<file path="src/hdl/tmaf_pkg.sv">
// ----------------------------------------------------------------------------
// tmaf_pkg
// Shared types and constants of the trimmed mean converter filter.
// ----------------------------------------------------------------------------
package tmaf_pkg;

   // default configuration
   localparam int CHANNELS_DEF      = 8;
   localparam int HISTORY_DEPTH_DEF = 6;

   // fixed field widths
   localparam int CHANNEL_W = 3;
   localparam int SAMPLE_W  = 10;

   // trimmed sum is scaled down by this shift and clipped to the sample range
   localparam int                TRIM_SHIFT = 2;
   localparam logic [SAMPLE_W-1:0] AVG_MAX  = 10'd1023;

   // operations of the shared accumulate unit
   typedef enum logic [2:0] {
      ACC_HOLD,
      ACC_FIRST,
      ACC_ADD,
      ACC_SUB_HI,
      ACC_SUB_LO
   } acc_op_type;

   // control from the sequencer to the accumulate unit
   typedef struct packed {
      acc_op_type op;
      logic       entry_valid;
   } acc_ctrl_type;

endpackage

</file>
<file path="src/hdl/tmaf_ram.sv">
// ----------------------------------------------------------------------------
// tmaf_ram
// Generic single write port, single read port RAM with registered read data.
// ----------------------------------------------------------------------------
module tmaf_ram #(
   parameter int WIDTH = tmaf_pkg::SAMPLE_W,
   parameter int DEPTH = 64
) (
   input  logic                     clock,
   input  logic                     wr_en,
   input  logic [$clog2(DEPTH)-1:0] wr_addr,
   input  logic [WIDTH-1:0]         wr_data,
   input  logic                     rd_en,
   input  logic [$clog2(DEPTH)-1:0] rd_addr,
   output logic [WIDTH-1:0]         rd_data
);

   logic [WIDTH-1:0] mem_ff [DEPTH];
   logic [WIDTH-1:0] rd_data_ff;

   // write port and registered read port
   always_ff @(posedge clock) begin
      if (wr_en) begin
         mem_ff[wr_addr] <= wr_data;
      end
      if (rd_en) begin
         rd_data_ff <= mem_ff[rd_addr];
      end
   end

   assign rd_data = rd_data_ff;

endmodule

</file>
<file path="src/hdl/tmaf_acc.sv">
// ----------------------------------------------------------------------------
// tmaf_acc
// Shared accumulate unit: one adder and a max/min compare, stepped by the
// sequencer over the history entries of one channel, then trimmed.
// ----------------------------------------------------------------------------
module tmaf_acc #(
   parameter int HISTORY_DEPTH = tmaf_pkg::HISTORY_DEPTH_DEF
) (
   input  logic                          clock,
   input  tmaf_pkg::acc_ctrl_type        ctrl,
   input  logic [tmaf_pkg::SAMPLE_W-1:0] rd_data,
   output logic [tmaf_pkg::SAMPLE_W-1:0] average
);

   localparam int SAMPLE_W = tmaf_pkg::SAMPLE_W;
   localparam int SUM_W    = $clog2(HISTORY_DEPTH * (1 << SAMPLE_W));
   localparam int SH_W     = SUM_W - tmaf_pkg::TRIM_SHIFT;

   logic [SUM_W-1:0]    sum_ff, sum_in;
   logic [SAMPLE_W-1:0] hi_ff, hi_in;
   logic [SAMPLE_W-1:0] lo_ff, lo_in;
   logic [SAMPLE_W-1:0] entry;
   logic [SUM_W-1:0]    operand_a;
   logic [SUM_W-1:0]    operand_b;
   logic                carry;
   logic [SH_W-1:0]     scaled;

   // never written entries read as zero
   assign entry = ctrl.entry_valid ? rd_data : '0;

   // operand select for the shared adder
   always_comb begin
      operand_a = sum_ff;
      operand_b = '0;
      carry     = 1'b0;
      case (ctrl.op)
         tmaf_pkg::ACC_FIRST: begin
            operand_a = '0;
            operand_b = SUM_W'(entry);
         end
         tmaf_pkg::ACC_ADD: begin
            operand_b = SUM_W'(entry);
         end
         tmaf_pkg::ACC_SUB_HI: begin
            operand_b = ~SUM_W'(hi_ff);
            carry     = 1'b1;
         end
         tmaf_pkg::ACC_SUB_LO: begin
            operand_b = ~SUM_W'(lo_ff);
            carry     = 1'b1;
         end
         default: begin
            operand_a = sum_ff;
         end
      endcase
   end

   // next sum and extremes
   always_comb begin
      sum_in = sum_ff;
      hi_in  = hi_ff;
      lo_in  = lo_ff;
      case (ctrl.op)
         tmaf_pkg::ACC_FIRST: begin
            sum_in = operand_a + operand_b + SUM_W'(carry);
            hi_in  = entry;
            lo_in  = entry;
         end
         tmaf_pkg::ACC_ADD: begin
            sum_in = operand_a + operand_b + SUM_W'(carry);
            hi_in  = (entry > hi_ff) ? entry : hi_ff;
            lo_in  = (entry < lo_ff) ? entry : lo_ff;
         end
         tmaf_pkg::ACC_SUB_HI, tmaf_pkg::ACC_SUB_LO: begin
            sum_in = operand_a + operand_b + SUM_W'(carry);
         end
         default: begin
            sum_in = sum_ff;
         end
      endcase
   end

   always_ff @(posedge clock) begin
      sum_ff <= sum_in;
      hi_ff  <= hi_in;
      lo_ff  <= lo_in;
   end

   // scale and clip to the sample range
   assign scaled  = sum_ff[SUM_W-1:tmaf_pkg::TRIM_SHIFT];
   assign average = (scaled > SH_W'(tmaf_pkg::AVG_MAX)) ? tmaf_pkg::AVG_MAX
                                                         : scaled[SAMPLE_W-1:0];

endmodule

</file>
<file path="src/hdl/trimmed_mean_adc_filter_core.sv">
// A new transfer is taken only while the sequencer is idle, so an item is not
// accepted before the previous result has gone into the output register; the
// history is read one entry per cycle into the shared accumulate unit, followed
// by two trim steps (max, then min) and the output load, which waits while the
// result side stalls a held result. Reset clears the history through per-entry
// valid bits and sets the history position to zero; no clearing pass is needed.
// ----------------------------------------------------------------------------
// trimmed_mean_adc_filter_core
// Per-channel converter sample history; an in-range transfer stores its sample
// and gets its history sum less max and min, shifted right by 2; others get zero.
// ----------------------------------------------------------------------------
module trimmed_mean_adc_filter_core #(
   parameter int CHANNELS      = tmaf_pkg::CHANNELS_DEF,
   parameter int HISTORY_DEPTH = tmaf_pkg::HISTORY_DEPTH_DEF
) (
   input  logic                           clock,
   input  logic                           reset,
   input  logic                           req_valid,
   output logic                           req_stall,
   input  logic [tmaf_pkg::CHANNEL_W-1:0] req_channel,
   input  logic [tmaf_pkg::SAMPLE_W-1:0]  req_sample,
   input  logic                           req_end_of_round,
   output logic                           rsp_valid,
   input  logic                           rsp_stall,
   output logic [tmaf_pkg::CHANNEL_W-1:0] rsp_channel_out,
   output logic [tmaf_pkg::SAMPLE_W-1:0]  rsp_average
);

   localparam int CHANNEL_W = tmaf_pkg::CHANNEL_W;
   localparam int SAMPLE_W  = tmaf_pkg::SAMPLE_W;
   localparam int CMP_W     = CHANNEL_W + 2;
   localparam int CH_W      = (CHANNELS > 1) ? $clog2(CHANNELS) : 1;
   localparam int SLOT_W    = $clog2(HISTORY_DEPTH);
   localparam int ADDR_W    = CH_W + SLOT_W;
   localparam int MEM_DEPTH = 1 << ADDR_W;

   typedef enum logic [2:0] {
      S_IDLE,
      S_READ,
      S_LAST,
      S_SUB_HI,
      S_SUB_LO,
      S_DONE
   } state_type;

   state_type              state_ff, state_in;
   logic [SLOT_W-1:0]      pos_ff, pos_in;
   logic [SLOT_W-1:0]      count_ff, count_in;
   logic [CH_W-1:0]        ch_idx_ff, ch_idx_in;
   logic [CHANNEL_W-1:0]   ch_ff, ch_in;
   logic                   ch_ok_ff, ch_ok_in;
   logic [MEM_DEPTH-1:0]   valid_ff, valid_in;
   logic                   entry_valid_ff, entry_valid_in;
   logic                   out_valid_ff, out_valid_in;
   logic [CHANNEL_W-1:0]   out_channel_ff, out_channel_in;
   logic [SAMPLE_W-1:0]    out_average_ff, out_average_in;

   logic                   accept;
   logic                   req_ch_ok;
   logic [CMP_W-1:0]       req_ch_ext;
   logic [ADDR_W-1:0]      wr_addr;
   logic [ADDR_W-1:0]      rd_addr;
   logic                   rd_en;
   logic                   wr_en;
   logic                   out_load;
   logic [SAMPLE_W-1:0]    rd_data;
   logic [SAMPLE_W-1:0]    average;
   tmaf_pkg::acc_ctrl_type acc_ctrl;

   // input transfer and channel range check
   assign accept     = req_valid && !req_stall;
   assign req_stall  = (state_ff != S_IDLE);
   assign req_ch_ext = CMP_W'(req_channel);
   assign req_ch_ok  = (req_ch_ext < CMP_W'(CHANNELS));

   // history store: write at an in-range transfer, read one entry per cycle
   assign wr_en   = accept && req_ch_ok;
   assign wr_addr = {req_ch_ext[CH_W-1:0], pos_ff};
   assign rd_en   = (state_ff == S_READ);
   assign rd_addr = {ch_idx_ff, count_ff};

   tmaf_ram #(
      .WIDTH (SAMPLE_W),
      .DEPTH (MEM_DEPTH)
   ) u_history (
      .clock   (clock),
      .wr_en   (wr_en),
      .wr_addr (wr_addr),
      .wr_data (req_sample),
      .rd_en   (rd_en),
      .rd_addr (rd_addr),
      .rd_data (rd_data)
   );

   // accumulate unit operation per sequencer step
   always_comb begin
      acc_ctrl.entry_valid = entry_valid_ff;
      acc_ctrl.op          = tmaf_pkg::ACC_HOLD;
      case (state_ff)
         S_READ: begin
            if (count_ff == SLOT_W'(1)) begin
               acc_ctrl.op = tmaf_pkg::ACC_FIRST;
            end else if (count_ff != '0) begin
               acc_ctrl.op = tmaf_pkg::ACC_ADD;
            end
         end
         S_LAST:   acc_ctrl.op = tmaf_pkg::ACC_ADD;
         S_SUB_HI: acc_ctrl.op = tmaf_pkg::ACC_SUB_HI;
         S_SUB_LO: acc_ctrl.op = tmaf_pkg::ACC_SUB_LO;
         default:  acc_ctrl.op = tmaf_pkg::ACC_HOLD;
      endcase
   end

   tmaf_acc #(
      .HISTORY_DEPTH (HISTORY_DEPTH)
   ) u_acc (
      .clock   (clock),
      .ctrl    (acc_ctrl),
      .rd_data (rd_data),
      .average (average)
   );

   // output register is free when empty or being taken
   assign out_load = (state_ff == S_DONE) && (!out_valid_ff || !rsp_stall);

   // sequencer next state
   always_comb begin
      state_in       = state_ff;
      pos_in         = pos_ff;
      count_in       = count_ff;
      ch_idx_in      = ch_idx_ff;
      ch_in          = ch_ff;
      ch_ok_in       = ch_ok_ff;
      valid_in       = valid_ff;
      entry_valid_in = entry_valid_ff;
      out_valid_in   = out_valid_ff && rsp_stall;
      out_channel_in = out_channel_ff;
      out_average_in = out_average_ff;
      case (state_ff)
         S_IDLE: begin
            if (accept) begin
               ch_in     = req_channel;
               ch_idx_in = req_ch_ext[CH_W-1:0];
               ch_ok_in  = req_ch_ok;
               count_in  = '0;
               if (req_ch_ok) begin
                  valid_in[wr_addr] = 1'b1;
               end
               if (req_end_of_round) begin
                  pos_in = (pos_ff == SLOT_W'(HISTORY_DEPTH - 1)) ? '0
                                                                   : pos_ff + 1'b1;
               end
               state_in = req_ch_ok ? S_READ : S_DONE;
            end
         end
         S_READ: begin
            entry_valid_in = valid_ff[rd_addr];
            if (count_ff == SLOT_W'(HISTORY_DEPTH - 1)) begin
               count_in = '0;
               state_in = S_LAST;
            end else begin
               count_in = count_ff + 1'b1;
            end
         end
         S_LAST:   state_in = S_SUB_HI;
         S_SUB_HI: state_in = S_SUB_LO;
         S_SUB_LO: state_in = S_DONE;
         S_DONE: begin
            if (out_load) begin
               out_valid_in   = 1'b1;
               out_channel_in = ch_ff;
               out_average_in = ch_ok_ff ? average : '0;
               state_in       = S_IDLE;
            end
         end
         default: state_in = S_IDLE;
      endcase
   end

   // sequencer state and registered outputs
   always_ff @(posedge clock) begin
      if (reset) begin
         state_ff     <= S_IDLE;
         pos_ff       <= '0;
         count_ff     <= '0;
         valid_ff     <= '0;
         out_valid_ff <= 1'b0;
      end else begin
         state_ff     <= state_in;
         pos_ff       <= pos_in;
         count_ff     <= count_in;
         valid_ff     <= valid_in;
         out_valid_ff <= out_valid_in;
      end
      ch_idx_ff      <= ch_idx_in;
      ch_ff          <= ch_in;
      ch_ok_ff       <= ch_ok_in;
      entry_valid_ff <= entry_valid_in;
      out_channel_ff <= out_channel_in;
      out_average_ff <= out_average_in;
   end

   assign rsp_valid       = out_valid_ff;
   assign rsp_channel_out = out_channel_ff;
   assign rsp_average     = out_average_ff;

`ifndef NO_ASSERTIONS
   // history position stays inside the history depth
   a_pos_range : assert property (@(posedge clock) disable iff (reset)
      {1'b0, pos_ff} < (SLOT_W + 1)'(HISTORY_DEPTH))
      else $error("history position out of range");

   // read counter stays inside the history depth while reading
   a_count_range : assert property (@(posedge clock) disable iff (reset)
      (state_ff == S_READ) |-> ({1'b0, count_ff} < (SLOT_W + 1)'(HISTORY_DEPTH)))
      else $error("read counter out of range");

   // a channel outside the range never marks a history entry
   a_bad_channel : assert property (@(posedge clock) disable iff (reset)
      (accept && !req_ch_ok) |=> ($stable(valid_ff) && state_ff == S_DONE))
      else $error("out of range channel touched the history");

   // a new result never overwrites one that is still held
   a_no_overwrite : assert property (@(posedge clock) disable iff (reset)
      (out_valid_ff && rsp_stall) |-> !out_load)
      else $error("result overwritten while stalled");

   // a transfer in range starts the history read
   a_start_read : assert property (@(posedge clock) disable iff (reset)
      (accept && req_ch_ok) |=> (state_ff == S_READ && count_ff == '0))
      else $error("history read did not start");
`endif

endmodule
</file>
<file path="config.mk">
export PLATFORM = sky130hd
export DESIGN_NAME = trimmed_mean_adc_filter_core
export DESIGN_NICKNAME = d
export VERILOG_FILES = /design/src/hdl/tmaf_pkg.sv /design/src/hdl/tmaf_ram.sv /design/src/hdl/tmaf_acc.sv /design/src/hdl/trimmed_mean_adc_filter_core.sv
export SDC_FILE = /design/constraint.sdc
export NUM_CORES = 1
export LEC_CHECK = 0
export ABC_AREA = 1
export CAP_MARGIN = 20
export CORE_ASPECT_RATIO = 1.1
export CORE_MARGIN = 3
export CORE_UTILIZATION = 25
export CTS_BUF_LIST = sky130_fd_sc_hd__clkbuf_4 sky130_fd_sc_hd__clkbuf_8
export CTS_CLUSTER_SIZE = 24
export DETAILED_ROUTE_END_ITERATION = 16
export DONT_BUFFER_PORTS = 1
export GPL_ROUTABILITY_DRIVEN = 0
export PLACE_DENSITY = 0.39
export SLEW_MARGIN = 15
export SYNTH_ARGS = -nofsm -noshare
export SYNTH_HDL_FRONTEND = slang
export SYNTH_SLANG_ARGS = --single-unit
</file>
<file path="constraint.sdc">
create_clock -name clock -period 4.5 [get_ports clock]
set_input_delay 0.675 -clock clock [delete_from_list [all_inputs] [get_ports clock]]
set_output_delay 0.675 -clock clock [all_outputs]
set_load 0.03 [all_outputs]
</file>
## After elaboration in Yosys (flattened, before gate mapping)

Memory sizes are Yosys's and may differ from the RTL's. A register that Yosys moved wholly into a read port is not among the register bits.
Index checks and enable logic that the tools add are counted.

- Memories kept: 1
- Input port bits: 18
- Logic and storage cells: 99
- Memory bits (writable): 640
- Flip-flop bits (word level): 125

- Order comparisons: 7
- Bitwise operators: 3
- Mux-type cells: 29
- Reduce and logical (&&, ||, !) cells: 25
- Eq/ne operators: 17
- $add $sub $neg: 4

Memories:

| memory | depth | width | read ports | clocked after Yosys merged registers in | wr ports | RTL line | RTL |
|---|---|---|---|---|---|---|---|
| u_history.mem_ff | 64 | 10 | 1 | 1 | 1 | tmaf_ram.sv:18 | `logic [WIDTH-1:0] mem_ff [DEPTH];` |

Operator list:

| operator | count |
|---|---|
| $or 64x64->64 | 1 |
| $mux 10 | 4 |
| $pmux 10 s2 | 2 |
| $pmux 13 s3 | 1 |
| $not 10->13 | 2 |
| $mux 3 | 7 |
| $pmux 3 s6 | 1 |
| $eq 3x3->1 const B | 5 |
| $lt 6x7->1 const B | 2 |
| $add 13x1->13 | 1 |
| $add 13x13->13 | 1 |
| $mux 13 | 1 |
| $eq 3x2->1 const B | 4 |
| $pmux 3 s4 | 1 |
| $gt 11x10->1 const B | 1 |
| $gt 10x10->1 | 1 |
| $lt 10x10->1 | 1 |
| $reduce_and 2->1 | 5 |
| $eq 3x1->1 const B | 3 |
| $reduce_and 3->1 | 3 |
| $mux 1 | 7 |
| $add 3x1->3 const B | 2 |
| $bmux 1 s6 | 1 |
| $demux 1 s6 | 1 |
| 14 further kinds | 27 |

## Logic depth before layout (Yosys ltp)

- Depth in word-level cells: 9
- Mapped depth: 17
- Depth with buffers taken out: 15

## Hierarchy

From an unflattened synthesis, not the netlist that was laid out.

- Cell total of the unflattened synthesis: 3084
- Area, all modules: 33144.3 um^2

By module, submodules not included:

| module | seq. area each (um^2) | area each (um^2) | instances | cells each |
|---|---|---|---|---|
| tmaf_ram | 19518.7 | 26536.7 | 1 | 2233 |
| trimmed_mean_adc_filter_core | 1991.9 | 3916.3 | 1 | 495 |
| tmaf_acc | 991.0 | 2691.3 | 1 | 356 |

## Least setup slack after synthesis

No wires, ideal clock.

- Kind: flip-flop to flip-flop
- From: reg state_ff[0]
- To: reg u_acc.sum_ff[12], data pin
- Data arrival time: 2856 ps
- Slack: 1384 ps
- Required time: 4240 ps
- Cell stages (with the launch flop): 12
- Buffers on the path: 0
- Library setup time: 260 ps
- Path through: dfxtp_1 inv_1 nor3_4 a21boi_1 nand2_2 a21oi_1 fa_1 fa_1 o21ai_0 nand3_1 nand4_1 xor2_1

- Word-level cells in the longest chain between the ends: 7
- Elaborated cells between the ends (all ways): 16
- Classes of those cells: add/sub (2); eq/ne (8); mux (4); reduce/logical (2)

Ends and longest elaborated chain:

| what | RTL line | RTL |
|---|---|---|
| start, declared | trimmed_mean_adc_filter_core.sv:46 | `state_type state_ff, state_in;` |
| start signal, assigned | trimmed_mean_adc_filter_core.sv:189 | `state_ff <= state_in;` |
| $eq 3x3->1 (tied with other cells) | trimmed_mean_adc_filter_core.sv:99 | `case (state_ff)` |
| $pmux 3 s4 * | trimmed_mean_adc_filter_core.sv:99 |  |
| $eq 3x1->1 / $eq 3x2->1 (equally long branches) | tmaf_acc.sv:36, tmaf_acc.sv:63 |  |
| $reduce_or 2->1 (no line) | -- |  |
| $pmux 13 s3 | tmaf_acc.sv:36 | `case (ctrl.op)` |
| $add 13x13->13 | tmaf_acc.sv:65, tmaf_acc.sv:70, tmaf_acc.sv:75 |  |
| $add 13x1->13 * | tmaf_acc.sv:65, tmaf_acc.sv:70, tmaf_acc.sv:75 |  |
| end signal, assigned | tmaf_acc.sv:84 | `sum_ff <= sum_in;` |
| end, declared | tmaf_acc.sv:19 | `logic [SUM_W-1:0] sum_ff, sum_in;` |

Mark *: on every way between the ends. The rest lies on a longest branch, timed or not.
A chain may end at the register's enable or synchronous reset.

## Final worst setup path

- From: reg count_ff[0]
- To: reg u_acc.sum_ff[12], data pin

- Word-level cells in the longest chain between the ends: 9
- Elaborated cells between the ends (all ways): 16
- Classes of those cells: add/sub (2); eq/ne (5); mux (6); reduce/logical (3)

Ends and longest elaborated chain:

| what | RTL line | RTL |
|---|---|---|
| start, declared | trimmed_mean_adc_filter_core.sv:48 | `logic [SLOT_W-1:0] count_ff, count_in;` |
| start signal, assigned | trimmed_mean_adc_filter_core.sv:191 | `count_ff <= count_in;` |
| $reduce_bool 3->1 | trimmed_mean_adc_filter_core.sv:103 | `end else if (count_ff != '0) begin` |
| $mux 2 | trimmed_mean_adc_filter_core.sv:103 |  |
| $mux 2 * | trimmed_mean_adc_filter_core.sv:101 | `if (count_ff == SLOT_W'(1)) begin` |
| $pmux 3 s4 * | trimmed_mean_adc_filter_core.sv:99 |  |
| $eq 3x1->1 / $eq 3x2->1 (equally long branches) | tmaf_acc.sv:36, tmaf_acc.sv:63 |  |
| $reduce_or 2->1 (no line) | -- |  |
| $pmux 13 s3 | tmaf_acc.sv:36 |  |
| $add 13x13->13 | tmaf_acc.sv:65, tmaf_acc.sv:70, tmaf_acc.sv:75 |  |
| $add 13x1->13 * | tmaf_acc.sv:65, tmaf_acc.sv:70, tmaf_acc.sv:75 |  |

Marked as above.

==> metrics.txt <==
Least-Margin Pin Slew 1.36 ns; Final ANT Viol Nets 0; cell family with most CP delay adder cells; crit-path max cell delay 0.55 ns; share of cells above drive strength 1 0.0996; Post-Synthesis Cells 3467; synth cell count leaders nand2_1 (1242), edfxtp_1 (700), nor2_1 (400), inv_1 (363), nand3_1 (318); worst-skew pair later-pin latency 0.86 ns; Design Area, Final 39500 sq um; Clock Path Buffers 3; fin cells 5465; initial antenna violation count 4; Hold Path Origin reset; unrepaired setup endpoints after global routing false; Synth area leader edfxtp_1; Post-CTS Setup Bufs 0; Critical Path End Type flop; port bufs 0; syn avg cell area 9.77 sq um; Final Cycle Share 0.772; crit path from count_ff[0]; Worst Path Max Fanout 85; CP bufs+invs 1; CTS tree done; Synth Flop Type edfxtp_1; kind of critical path flop to flop; Setup Viol. Count Final 0; routed vias/inst 4.28; Starting Density 0.252; global-route wire length before repair 157 mm; Ys Warns 0; cell-by-cell trace of the critical path inv_8, nor2_2, nand2_2, nand2_2, a21oi_1, fa_1, fa_1, o21ai_0, nand3_1, nand4_1, xor2_1; DP Area 36100 sq um; total CTS buffers 146; synth unique cells 39; fmax 288 MHz; WL final 106 mm; total number of vias 23.4k; run status completed; Leakage 15.9 nW; largest net degree at the start of global routing 181; TritonRoute pass-1 iters 5; share of the synthesized area in the top cell type 0.620; Root Buffer clkbuf_8; Data arrival, critical path 4.07 ns; DRC Markers 0; Final Hold Fails 0; Syn Nets 3517; post-cts resize count 0; Yosys reg bits 774; peak supply drop 0.286 mV; critical path launch point type flop; Post-synth EDFFs 700; CP max stage cell dfxtp_4; Global Route Usage Sum 0.152; Placeable Area 134000 sq um; Rel. slew slack 0.0911; DR WL/cell 19.4 microns; HPWL after DPL 59.2 mm; area of the mapped netlist 33900 sq um; max_cap viols 0; ranking of synthesized cells by area edfxtp_1 (62%), nand2_1 (14%), nand3_1 (4.7%); Inst Count DP 5174; Clk pin slew, worst setup/hold paths 0.06 ns; vias in the first global route 22.8k; cell with the most instances after synthesis nand2_1; r2r startpoint count_ff[0]; DR iter-0 viols 1446; worst min path class input pin to flop; sequential share of the synthesized area 0.664; Final Power 16.5 mW; FFs w/ async S/R, synth 0; worst path required time 5.10 ns; post-route minimum period 3.47 ns; die area 140000 sq um; Rows 141; hold_buf cts 17; Post-Place Worst Slack 0.969 ns; Max Slew Vio Count 0; H-Tree Level Count 4; P&R area growth vs syn 16.5%; Setup TNS 0 ns; global route overflow 0; PD cells 418 nW/um^2; Final WS setup 1.03 ns; Worst Clk Skew 0.0411 ns; Nets 3604; num ports 33; die width 357 microns; Die Height 392 microns; CTS Sinks 774
per-layer routing:
| layer | up-vias | global-route usage | wire length (microns) |
|---|---|---|---|
| met4 | 0 | 0.0434 | 1980 |
| met2 | 433 | 0.241 | 48900 |
| met1 | 11400 | 0.211 | 51100 |
| met5 | - | 0 | 0 |
| met3 | 136 | 0.0278 | 4250 |
| li1 | 11400 | - | - |
area by class of cell:
cell class | instances | area (sq um)
antenna | 4 | 10.0
clock buffer | 231 | 2770
clock inverter | 37 | 236
fill | 14200 | 95000
inverter | 371 | 1400
multi-input combinational | 2161 | 9220
sequential | 774 | 22500
tap | 1787 | 2240
timing repair buffer | 100 | 1070
tightest hold or removal path, delay by kind of cell:
kind	cells	cell delay, ns
buf+inv	2	0.14
simple gates	1	0.10
sequential cells by signal (all words and copies together), names as in the netlist, 3 cells and up:
signal,flops
ch_ff,3
count_ff,3
pos_ff,3
rsp_average,10
rsp_channel_out,3
state_ff,3
u_acc.hi_ff,10
u_acc.lo_ff,10
u_acc.sum_ff,13
u_history.mem_ff,640
u_history.rd_data,10
valid_ff,64
where the power goes:
part	internal, mW	total [mW]	switching, mW
registers	7.93	7.98	0.0459
logic	0.367	1.45	1.09
clock network	3.93	7.07	3.14
placed cells by master (no fill, tap or decap), drive strengths merged:
cell type and instances:
dfxtp 74, a21boi 2, nand2 1244, a2111oi 1, o221ai 8, edfxtp 700
xnor2 4, nand4 9, clkinvlp 3, o21ai 23, a21oi 73, inv 374
a31oi 1, clkbuf 231, nor3 21, fa 2, ha 30, o21bai 2
nor2 404, buf 94, o211ai 2, dlygate4sd3 6, o22ai 4, clkinv 31
diode 4, a21o 1, a211oi 2, or2 1, nand3 320, xor2 5
and2 1, a311oi 1
cell families after synthesis:
logic type      Yosys count  share of synthesized area
simple gates           2000                      0.237
flops                   774                      0.664
compound gates          120                     0.0199
xor+xnor                  9                    0.00233
buf+inv                 532                     0.0639
fa+ha+maj                32                     0.0123
worst paths after layout:
check,cells after the start,end,slack (ns)
max reg2reg,11,u_acc.sum_ff[12],1.03
min reg2reg,2,valid_ff[60],0.46
max,11,u_acc.sum_ff[12],1.03
min,3,pos_ff[2],0.10
metrics by stage:
stage,util,hold WS (ns)
3_3_place_gp,0.268,0.444
6_report,0.294,0.103
3_5_place_dp,0.268,0.446
2_1_floorplan,-,0.421
4_1_cts,0.293,0.00811
5_1_grt,0.293,0.0831
No activity file was read; power rests on OpenSTA's default activity.
